$ cat src/rtfe_pkg.sv
// ----------------------------------------------------------------------------
// rtfe_pkg: shared types and helpers for the record table filter engine
// Operation codes, controller states, command/status bundles, key matching.
// ----------------------------------------------------------------------------
package rtfe_pkg;

  localparam int DEPTH_DEF     = 32;
  localparam int KEY_CHARS_DEF = 8;
  localparam int MAX_HITS      = 32;
  localparam int KEY_W         = 64;
  localparam int NUM_W         = 31;
  localparam int RULE_W        = 4;
  localparam int SLOT_W        = 5;
  localparam int COUNT_W       = 6;
  localparam int EMIT_W        = $clog2(MAX_HITS + 1);

  typedef enum logic [1:0] {
    OP_INSERT = 2'd0,
    OP_SELECT = 2'd1,
    OP_UPDATE = 2'd2,
    OP_DELETE = 2'd3
  } op_t;

  typedef enum logic [1:0] {
    ST_IDLE,
    ST_SCAN,
    ST_DONE
  } state_t;

  // Controller to datapath
  typedef struct packed {
    logic capture;    // latch item, restart scan counters
    logic ins_write;  // append the item as a new record
    logic scan_run;   // step the scan pipeline
    logic load_done;  // load the completion item
  } cmd_t;

  // Datapath to controller
  typedef struct packed {
    logic full;
    logic scan_end;
    logic out_free;
  } stat_t;

  // Mask over the first n bytes of a key
  function automatic logic [KEY_W-1:0] byte_mask(input logic [RULE_W-1:0] n);
    logic [KEY_W-1:0] m;
    m = '0;
    for (int b = 0; b < KEY_W / 8; b++) begin
      m[8*b +: 8] = (b < int'(n)) ? 8'hFF : 8'h00;
    end
    return m;
  endfunction

  // Prefix compare; rule 0 accepts any key, rules past the key length compare it all
  function automatic logic key_match(input logic [KEY_W-1:0] stored,
                                     input logic [KEY_W-1:0] pattern,
                                     input logic [RULE_W-1:0] rule,
                                     input logic [RULE_W-1:0] key_chars);
    logic [RULE_W-1:0] n;
    n = (rule > key_chars) ? key_chars : rule;
    return (rule == '0) || (((stored ^ pattern) & byte_mask(n)) == '0);
  endfunction

endpackage

$ cat src/rtfe_ctrl.sv
// ----------------------------------------------------------------------------
// rtfe_ctrl: sequencing of one item
// Accepts an item when idle, scans for non-inserts and issues the completion.
// ----------------------------------------------------------------------------
module rtfe_ctrl (
  input  logic          clk,
  input  logic          rst,
  input  logic          item_valid,
  output logic          item_ready,
  input  logic [1:0]    op,
  output rtfe_pkg::cmd_t  cmd,
  input  rtfe_pkg::stat_t stat
);
  import rtfe_pkg::*;

  state_t state;
  state_t state_next;
  logic   accept;
  logic   is_insert;

  assign item_ready = (state == ST_IDLE);
  assign accept     = item_valid && item_ready;
  assign is_insert  = (op_t'(op) == OP_INSERT);

  // Hold state
  always_ff @(posedge clk) begin
    if (rst) begin
      state <= ST_IDLE;
    end else begin
      state <= state_next;
    end
  end

  // Advance through accept, scan (skipped on insert) and completion
  always_comb begin
    state_next = state;
    case (state)
      ST_IDLE: begin
        if (accept) state_next = is_insert ? ST_DONE : ST_SCAN;
      end
      ST_SCAN: begin
        if (stat.scan_end) state_next = ST_DONE;
      end
      ST_DONE: begin
        if (stat.out_free) state_next = ST_IDLE;
      end
      default: state_next = ST_IDLE;
    endcase
  end

  // Drive datapath commands
  always_comb begin
    cmd = '0;
    case (state)
      ST_IDLE: begin
        cmd.capture   = accept;
        cmd.ins_write = accept && is_insert && !stat.full;
      end
      ST_SCAN: cmd.scan_run  = 1'b1;
      ST_DONE: cmd.load_done = stat.out_free;
      default: cmd = '0;
    endcase
  end

endmodule

$ cat config.mk
export PLATFORM = sky130hd
export DESIGN_NAME = rtfe_ctrl
export DESIGN_NICKNAME = d
export VERILOG_FILES = /design/src/rtfe_pkg.sv /design/src/rtfe_ctrl.sv
export SDC_FILE = /design/constraint.sdc
export NUM_CORES = 1
export LEC_CHECK = 0
export BUFFER_PORTS_ARGS = -buffer_cell sky130_fd_sc_hd__buf_2
export CORE_AREA = 5 5 42 44
export CTS_BUF_LIST = sky130_fd_sc_hd__clkbuf_16
export DETAILED_ROUTE_END_ITERATION = 8
export DIE_AREA = 0 0 47 49
export PLACE_DENSITY = 0.33
export SLEW_MARGIN = 20
export SYNTH_ARGS = -nofsm -noshare
export SYNTH_HDL_FRONTEND = slang
export SYNTH_SLANG_ARGS = --single-unit
$ cat constraint.sdc
create_clock -name clk -period 1 [get_ports clk]
set_clock_uncertainty 0.05 [all_clocks]
set_input_delay 0.05 -clock clk [delete_from_list [all_inputs] [get_ports clk]]
set_output_delay 0.05 -clock clk [all_outputs]
set_load 0.1 [all_outputs]
==> out/results.ini, run 1 <==
[clock_tree]
cts_buffer_depth = 2
cts_sinks = 2
cts.htree.levels = 1
cts_tree = done
clk_pin_slew_ns = 0.03
clock_latency_ns = 0.22
cts_buffers = 3
cts-root-buf = clkbuf_16

[timing]
maxClockFrequency_mhz = 804
whs_ns = 0.0781
tightest_slew_ns = 0.181
fin_setup_tns_ns = -1.03
fin_ws_ns = -0.243
post-route-min-period_ns = 1.24
hold_viol_final = 0
relSlewSlack_pct = 87.8
rsz0062_at_grt = yes
drv_slew = 0
setup_viol = 6
timing.final.crit_share_pct = 124

[cells_and_area]
areaGrowthSynthToFinish_pct = 254
layout_common_cells = buf_2, buf_4, buf_12
stdcell_area_um2 = 452
final_common_cell = buf_2
largest_reg_flops = 2
final_layout_size_suffix_gt1_share_pct = 83.8
reg_top3 = state (2)
multi_input_area_um2 = 121
fillers = 154
final_nets = 47
largest_register = state
fin_cells = 53
antenna_cells = 0
seq_area_um2 = 45.0

[critical_path]
worstPathMaxFanout = 4
rrSetupSlack_ns = -0.13
cp-end-kind = output pin
cp.required_ns = 0.90
worstSetupStartpointType = flop
criticalPathCategory = reg -> out
arrival_ns = 1.14

[drt]
wl_per_cell_um = 10.5
initialDrtViolationCount = 2
drcViolationCount = 0
antenna_left = 0
via_per_inst = 3.66
first_pass_iters = 4
num_vias = 194
wirelength_um = 556

[global_route]
grt_max_degree = 5
grt_usage_pct = 6.18
antenna_found_initial = 0
grt_pass1_wl_um = 979
gr-total-overflow = 0
first_global_vias = 224

[power]
power_switching_w = 0.000258
p_seq_share_pct = 9.8
finalPower_w = 0.000968
comb_power_share_pct = 28.3
p_int_w = 0.000709
cellPowerDensity_mw_per_mm2 = 2140
leakage_nw = 0.199
switching_share_pct = 26.7
p_clk_share_pct = 61.9
irDropWorstVdd_mv = 0.999

[die]
die-area_mm2 = 0.00230
io_pins = 13
core_area_mm2 = 0.00140
fp.dieH_um = 49
initial_core_util_pct = 9.11
rows = 14
die_w_um = 47

[yosys]
synth.area.top_cells = dfxtp_1, nor2_1, nor2b_4, nor3b_2, mux2_1
syn_nets = 23
yosys_warnings = 0
netlist_instances = 15
yosysTopAreaCellShare_pct = 31.4
avgSynthCellArea_um2 = 8.51
syn_area_um2 = 128
ys_ff_latch = 2
synth_top_cell_by_area = dfxtp_1
ys_types = 11
synth-seq-area-share_pct = 31.4

[hold_path]
hold_path.class = in -> reg

[job]
drv_cap = 0

[placed_design]
placed_cell_area_um2 = 333
dp.cells = 47
dp_hpwl_um = 404
place.gp.congestion = 0.738
port_buffers = 12

[run_status]
violations = setup timing
status = finished with violations

what timing repair did:
action                                 in CTS  in global routing
hold buffers                                1                  0
endpoints found under the hold margin       2                  0
resized for setup                           3                  2
cloned                                      0                  0
pin swaps                                   4                  0
setup buffers                               2                  0
setup endpoints to repair                   6                  7
power groups by stage:
| stage | clock [W] | combinational [W] | sequential, W |
|---|---|---|---|
| 6_report | 0.000599 | 0.000274 | 0.0000951 |
| 5_1_grt | 0.000623 | 0.000286 | 0.0000965 |
| 3_3_place_gp | 0 | 0.000252 | 0.0000967 |
| 2_1_floorplan | 0 | 0.000144 | 0.0000994 |
| 3_5_place_dp | 0 | 0.000253 | 0.0000972 |
| 4_1_cts | 0.000615 | 0.000272 | 0.0000963 |
layer usage:
metal	track usage [%]	share of wire (%)	up-vias
li1	-	-	99
met1	7.64	44	80
met2	7.47	41	15
met3	2.95	15	0
met4	5.53	0	0
met5	0	0	-
per-stage QoR:
stage	utilization, %	setup WS [ns]
after global placement	23.8	-0.0356
after floorplan	-	-1.02
after global routing	32.2	-0.295
after CTS	31.7	-0.250
after detailed placement	23.8	-0.0603
final	32.2	-0.243
worst paths after layout:
path | start | endpoint | depth (start not counted)
worst max register to register | state[1]$_SDFFE_PP0P_ | state[1]$_SDFFE_PP0P_ | 5
worst min-delay path | stat[1] | state[0]$_SDFFE_PP0P_ | 3
worst min register to register | state[0]$_SDFFE_PP0P_ | state[0]$_SDFFE_PP0P_ | 2
worst max-delay path | state[0]$_SDFFE_PP0P_ | cmd[0] | 3
area by class of cell:
cell class	instances	area share, %
sequential	2	9.97
clock buffer	3	16.6
multi-input combinational	13	26.9
tap	16	4.43
timing repair buffer	19	42.1
critical path, cell delays in order, from the launching register on:
cell and delay (ns):
dfxtp_4 0.35, buf_4 0.15, and3b_2 0.25, buf_12 0.17
Yosys cell counts:
cell type,instances
a21oi_1,1
a22oi_1,1
and3b_1,1
dfxtp_1,2
mux2_1,1
nand2_1,1
nor2_1,4
nor2b_4,1
nor3_1,1
nor3b_2,1
o21ai_0,1
cells by family after synthesis:
kind of cell    after synthesis  synth area share [%]
simple gates                  9                  46.1
compound gates                3                  13.7
flops                         2                  31.4
mux                           1                  8.82
Power figures use the tool's default switching activity.
==> inputs of run 2 (changes only) <==
--- a/config.mk
+++ b/config.mk
@@ -7,10 +7,10 @@
 export LEC_CHECK = 0
 export BUFFER_PORTS_ARGS = -buffer_cell sky130_fd_sc_hd__buf_2
 export CORE_AREA = 5 5 42 44
-export CTS_BUF_LIST = sky130_fd_sc_hd__clkbuf_16
 export DETAILED_ROUTE_END_ITERATION = 8
 export DIE_AREA = 0 0 47 49
 export PLACE_DENSITY = 0.33
+export RECOVER_POWER = 50
 export SLEW_MARGIN = 20
 export SYNTH_ARGS = -nofsm -noshare
 export SYNTH_HDL_FRONTEND = slang
==> out/results.ini, run 2 (same netlist as run 1, synthesis figures left out) <==
[critical_path]
cp.required_ns = 0.90  ; about the same
worstPathMaxFanout = 3  ; -1
critPathMaxStageDelay_ns = 0.33  ; -0.02 ns
reg2reg_from = state[1]$_SDFFE_PP0P_
criticalPathCategory = reg -> out
crit_start = state[1]$_SDFFE_PP0P_
reg2reg_to = state[1]$_SDFFE_PP0P_
arrival_ns = 1.14  ; about the same
crit_chain = nor3b_4, nand2_2, nor2_4, buf_12
worst_path_max_delay_cell = dfxtp_2
rrSetupSlack_ns = -0.13  ; about the same
reg2reg_depth = 5  ; unchanged
worstSetupStartpointType = flop
cp-end-kind = output pin

[power]
comb_power_share_pct = 50.0  ; +22 points
leakage_nw = 0.173  ; -13%
finalPower_w = 0.000543  ; -44%
p_seq_share_pct = 17.7  ; +7.9 points
p_int_w = 0.000333  ; -53%
p_clk_share_pct = 32.3  ; -30 points
power_switching_w = 0.000210  ; -19%
switching_share_pct = 38.6  ; +12 points
irDropWorstVdd_mv = 0.481  ; -52%
cellPowerDensity_mw_per_mm2 = 1390  ; -35%

[timing]
whs_ns = 0.0701  ; -0.00796 ns
fin_ws_ns = -0.236  ; +0.00758 ns
drv_slew = 0  ; unchanged
setup_viol = 6  ; unchanged
timing.final.crit_share_pct = 124  ; -0.76 points
rsz0062_at_grt = yes
hold_viol_final = 0  ; unchanged
post-route-min-period_ns = 1.24  ; -0.00758 ns
tightest_slew_ns = 0.178  ; -0.00271 ns
maxClockFrequency_mhz = 809  ; +0.61%
relSlewSlack_pct = 88.0  ; +0.18 points

[drt]
wirelength_um = 522  ; -6.1%
top_layer_used = met4
wl_met3_um = 91  ; +9.6%
wl_per_cell_um = 9.85  ; -6.1%
drcViolationCount = 0  ; unchanged
antenna_left = 0  ; unchanged
via_per_inst = 3.62  ; -1.0%
first_pass_iters = 1  ; -3
initialDrtViolationCount = 0  ; -2
met1_length_um = 227  ; -7.3%
wl_met2_um = 196  ; -13%
num_vias = 192  ; -1.0%

[clock_tree]
clock_latency_ns = 0.22  ; about the same
cts_buffer_depth = 2  ; unchanged
cts_sinks = 2  ; unchanged
cts-root-buf = clkbuf_4
cts_tree = done
clk_pin_slew_ns = 0.03  ; about the same
cts_buffers = 3  ; unchanged
cts.htree.levels = 1  ; unchanged

[placed_design]
dp_hpwl_um = 404  ; unchanged
placed_cell_area_um2 = 333  ; unchanged
port_buffers = 12  ; unchanged
place.gp.congestion = 0.738  ; unchanged

[cells_and_area]
largest_reg_flops = 2  ; unchanged
stdcell_area_um2 = 392  ; -13%
fillers = 159  ; +3.2%
areaGrowthSynthToFinish_pct = 207
antenna_cells = 0  ; unchanged
largest_register = state
layout_common_cells = buf_2, buf_4, buf_12
final_common_cell = buf_2
fin_util_pct = 27.9  ; -4.3 points
final_layout_size_suffix_gt1_share_pct = 81.1  ; -2.7 points
reg_top3 = state (2)
final_nets = 47  ; unchanged

[die]
core_area_mm2 = 0.00140  ; unchanged
io_pins = 13  ; unchanged
initial_core_util_pct = 9.11  ; unchanged
die_w_um = 47  ; unchanged
rows = 14  ; unchanged
die-area_mm2 = 0.00230  ; unchanged
fp.dieH_um = 49  ; unchanged

[run_status]
status = finished with violations
violations = setup timing

[global_route]
first_global_vias = 217  ; -3.1%
grt_usage_pct = 5.77  ; -0.42 points
gr-total-overflow = 0  ; unchanged
grt_pass1_wl_um = 903  ; -7.8%
antenna_found_initial = 0  ; unchanged
grt_max_degree = 5  ; unchanged

[hold_path]
whs_path_depth = 3  ; unchanged
hold_path.class = in -> reg
hold_end = state[0]$_SDFFE_PP0P_
hp-start = stat[1]

[job]
drv_cap = 0  ; unchanged

run 2: changes by cell type in the layout (fill, tap and decap cells not counted):
cell and delta:
clkbuf_16 -3, clkbuf_4 +3, dfxtp_2 +1, dfxtp_4 -1, nor3_1 +1, nor3_2 -1
run 2: how the worst max path moves through the flow:
| stage | end | slack (ns) | cells past startpoint |
|---|---|---|---|
| 3_5_place_dp | cmd[2] | -0.06 | 4 |
| 3_3_place_gp | cmd[2] | -0.04 | 4 |
| 6_report | cmd[2] | -0.24 | 4 |
| 5_1_grt | cmd[2] | -0.30 | 4 |
| 2_1_floorplan | cmd[2] | -1.02 | 3 |
| 4_1_cts | cmd[2] | -0.26 | 4 |
run 2: what timing repair did:
item,CTS,global route
setup buffers,2,0
resized for setup,3,1
endpoints found under the hold margin,2,0
gates cloned,0,0
pin swaps,4,0
hold buffers,1,0
setup endpoints to repair,6,7
run 2: critical path, delay by kind of cell (launching register included):
family                 cells  cell delay, ns
AND/OR/NAND/NOR            3            0.41
flip-flops                 1            0.33
buffers and inverters      1            0.18
run 2: stage by stage:
stage | TNS [ns] | std cells | worst slack, ns
floorplan | -2.76 | 15 | -1.02
global placement | -0.0457 | 47 | -0.0356
detailed placement | -0.104 | 47 | -0.0603
CTS | -1.09 | 53 | -0.256
global route | -1.37 | 53 | -0.303
finish | -0.998 | 53 | -0.236
run 2: power groups by stage:
stage / combinational, W / clock, W / sequential, W
2_1_floorplan: 0.000144 / 0 / 0.0000994
3_3_place_gp: 0.000252 / 0 / 0.0000967
3_5_place_dp: 0.000253 / 0 / 0.0000972
4_1_cts: 0.000272 / 0.000189 / 0.0000962
5_1_grt: 0.000283 / 0.000193 / 0.0000971
6_report: 0.000271 / 0.000175 / 0.0000961
run 2: layout make-up:
class / count / area, um2 / area share [%]
Sequential cell: 2 / 42.5 / 10.9
Timing Repair Buffer: 19 / 190 / 48.6
Clock buffer: 3 / 22.5 / 5.75
Tap cell: 16 / 20.0 / 5.11
Multi-Input combinational cell: 13 / 116 / 29.7
run 2: per-layer routing:
metal | global-route usage (%) | up-vias
met5 | 0 | -
met4 | 5.53 | 0
met3 | 2.95 | 2
met2 | 6.33 | 13
met1 | 7.44 | 78
li1 | - | 99
==> inputs of run 3 (changes only) <==
--- a/config.mk
+++ b/config.mk
@@ -7,8 +7,10 @@
 export LEC_CHECK = 0
 export BUFFER_PORTS_ARGS = -buffer_cell sky130_fd_sc_hd__buf_2
 export CORE_AREA = 5 5 42 44
+export CTS_BUF_LIST = sky130_fd_sc_hd__clkbuf_16
 export DETAILED_ROUTE_END_ITERATION = 8
 export DIE_AREA = 0 0 47 49
+export HOLD_SLACK_MARGIN = 0.15
 export PLACE_DENSITY = 0.33
 export RECOVER_POWER = 50
 export SLEW_MARGIN = 20
==> out/results.ini, run 3 (same netlist as run 1, synthesis figures left out) <==
[global_route]
antenna_found_initial = 0  ; unchanged
grt_max_degree = 5  ; unchanged
grt_pass1_wl_mm = 1.01  ; +12%
gr-total-overflow = 0  ; unchanged
first_global_vias = 234  ; +7.8%
grt_usage_pct = 6.47  ; +0.70 points

[drt]
wl_per_cell_um = 10.8  ; +10%
wirelength_um = 585  ; +12%
drcViolationCount = 0  ; unchanged
via_per_inst = 3.69  ; +1.7%
first_pass_iters = 2  ; +1
num_vias = 199  ; +3.6%
initialDrtViolationCount = 1  ; +1
antenna_left = 0  ; unchanged

[cells_and_area]
layout_common_cells = buf_2, buf_4, buf_12
largest_reg_flops = 2  ; unchanged
antenna_cells = 0  ; unchanged
stdcell_area_um2 = 452  ; +15%
final_layout_size_suffix_gt1_share_pct = 81.6  ; +0.50 points
largest_register = state
reg_top3 = state (2)
fin_cells = 54  ; +1.9%
areaGrowthSynthToFinish_pct = 254
fillers = 155  ; -2.5%
final_nets = 48  ; +2.1%
final_common_cell = buf_2

[placed_design]
place.gp.congestion = 0.738  ; unchanged
port_buffers = 12  ; unchanged
dp_hpwl_um = 404  ; unchanged
placed_cell_area_um2 = 333  ; unchanged
dp.cells = 47  ; unchanged

[run_status]
status = finished with violations
violations = setup timing

[die]
rows = 14  ; unchanged
io_pins = 13  ; unchanged
die_w_um = 47  ; unchanged
initial_core_util_pct = 9.11  ; unchanged
fp.dieH_um = 49  ; unchanged
core_area_mm2 = 0.00140  ; unchanged
die-area_mm2 = 0.00230  ; unchanged

[clock_tree]
cts_sinks = 2  ; unchanged
cts-root-buf = clkbuf_16
cts_buffer_depth = 2  ; unchanged
clock_latency_ns = 0.22  ; about the same
cts.htree.levels = 1  ; unchanged
clk_pin_slew_ns = 0.03  ; about the same
cts_buffers = 3  ; unchanged
cts_tree = done

[critical_path]
worstPathMaxFanout = 4  ; +1
worstSetupStartpointType = flop
criticalPathCategory = reg -> out
cp.required_ns = 0.90  ; about the same
cp-end-kind = output pin
arrival_ns = 1.14  ; about the same
rrSetupSlack_ns = -0.13  ; about the same

[power]
finalPower_w = 0.000968  ; +78%
irDropWorstVdd_mv = 0.997  ; +110%
leakage_nw = 0.201  ; +16%
cellPowerDensity_mw_per_mm2 = 2140  ; +55%

[timing]
tightest_slew_ns = 0.179  ; +0.00155 ns
relSlewSlack_pct = 87.9  ; -0.10 points
drv_slew = 0  ; unchanged
rsz0062_at_grt = yes
hold_viol_final = 0  ; unchanged
maxClockFrequency_mhz = 803  ; -0.71%
timing.final.crit_share_pct = 124  ; +0.88 points
setup_viol = 6  ; unchanged
post-route-min-period_ns = 1.24  ; +0.00879 ns
fin_ws_ns = -0.245  ; -0.00879 ns

[hold_path]
hold_path.class = in -> reg

[job]
drv_cap = 0  ; unchanged

## run 3: what timing repair did
item,4_1_cts,5_1_grt
hold buffers,2,0
gates cloned,0,0
setup endpoints to repair,6,7
buffers inserted,2,0
gates resized for setup,3,3
endpoints found under the hold margin,2,0
pin swaps,4,0
## run 3: worst max-delay path, stage by stage (launching register included)
cell,delay [ns]
dfxtp_4,0.35
buf_4,0.15
and3b_2,0.25
buf_12,0.17
## run 3: area by class of cell
class | count | area, um2 | share of cell area (%)
flip-flops and latches | 2 | 45.0 | 9.97
well taps | 16 | 20.0 | 4.43
repair buffers | 20 | 195 | 43.2
clock buffers | 3 | 75.1 | 16.6
multi-input cells | 13 | 116 | 25.8
## run 3: worst paths after layout
path | from | end | depth (start not counted)
setup / recovery | state[0]$_SDFFE_PP0P_ | cmd[0] | 3
hold / removal | stat[1] | state[0]$_SDFFE_PP0P_ | 4
setup reg to reg | state[0]$_SDFFE_PP0P_ | state[1]$_SDFFE_PP0P_ | 5
hold reg to reg | state[0]$_SDFFE_PP0P_ | state[0]$_SDFFE_PP0P_ | 2
## run 3: stage by stage
step           util (%)  setup slack, ns  TNS (ns)  hold WS (ns)
2_1_floorplan         -            -1.02     -2.76        0.0617
3_3_place_gp       23.8          -0.0356   -0.0457         0.164
3_5_place_dp       23.8          -0.0603    -0.104         0.176
4_1_cts            32.4           -0.250     -1.11         0.170
5_1_grt            32.2           -0.295     -1.37         0.203
6_report           32.2           -0.245     -1.03         0.160
## run 3: where the power goes
| group | leakage (nW) | internal (W) | switching (W) |
|---|---|---|---|
| clock network | 0.0370 | 0.000509 | 0.0000900 |
| logic | 0.146 | 0.000115 | 0.000160 |
| registers | 0.0175 | 0.0000868 | 0.00000842 |
| total | 0.201 | 0.000710 | 0.000258 |
## run 3: metal layers
layer	GRT usage [%]	wire length, um	up-vias
met1	7.64	252	84
met4	5.53	0	0
met5	0	0	-
li1	-	-	102
met2	8.37	250	13
met3	2.95	82	0
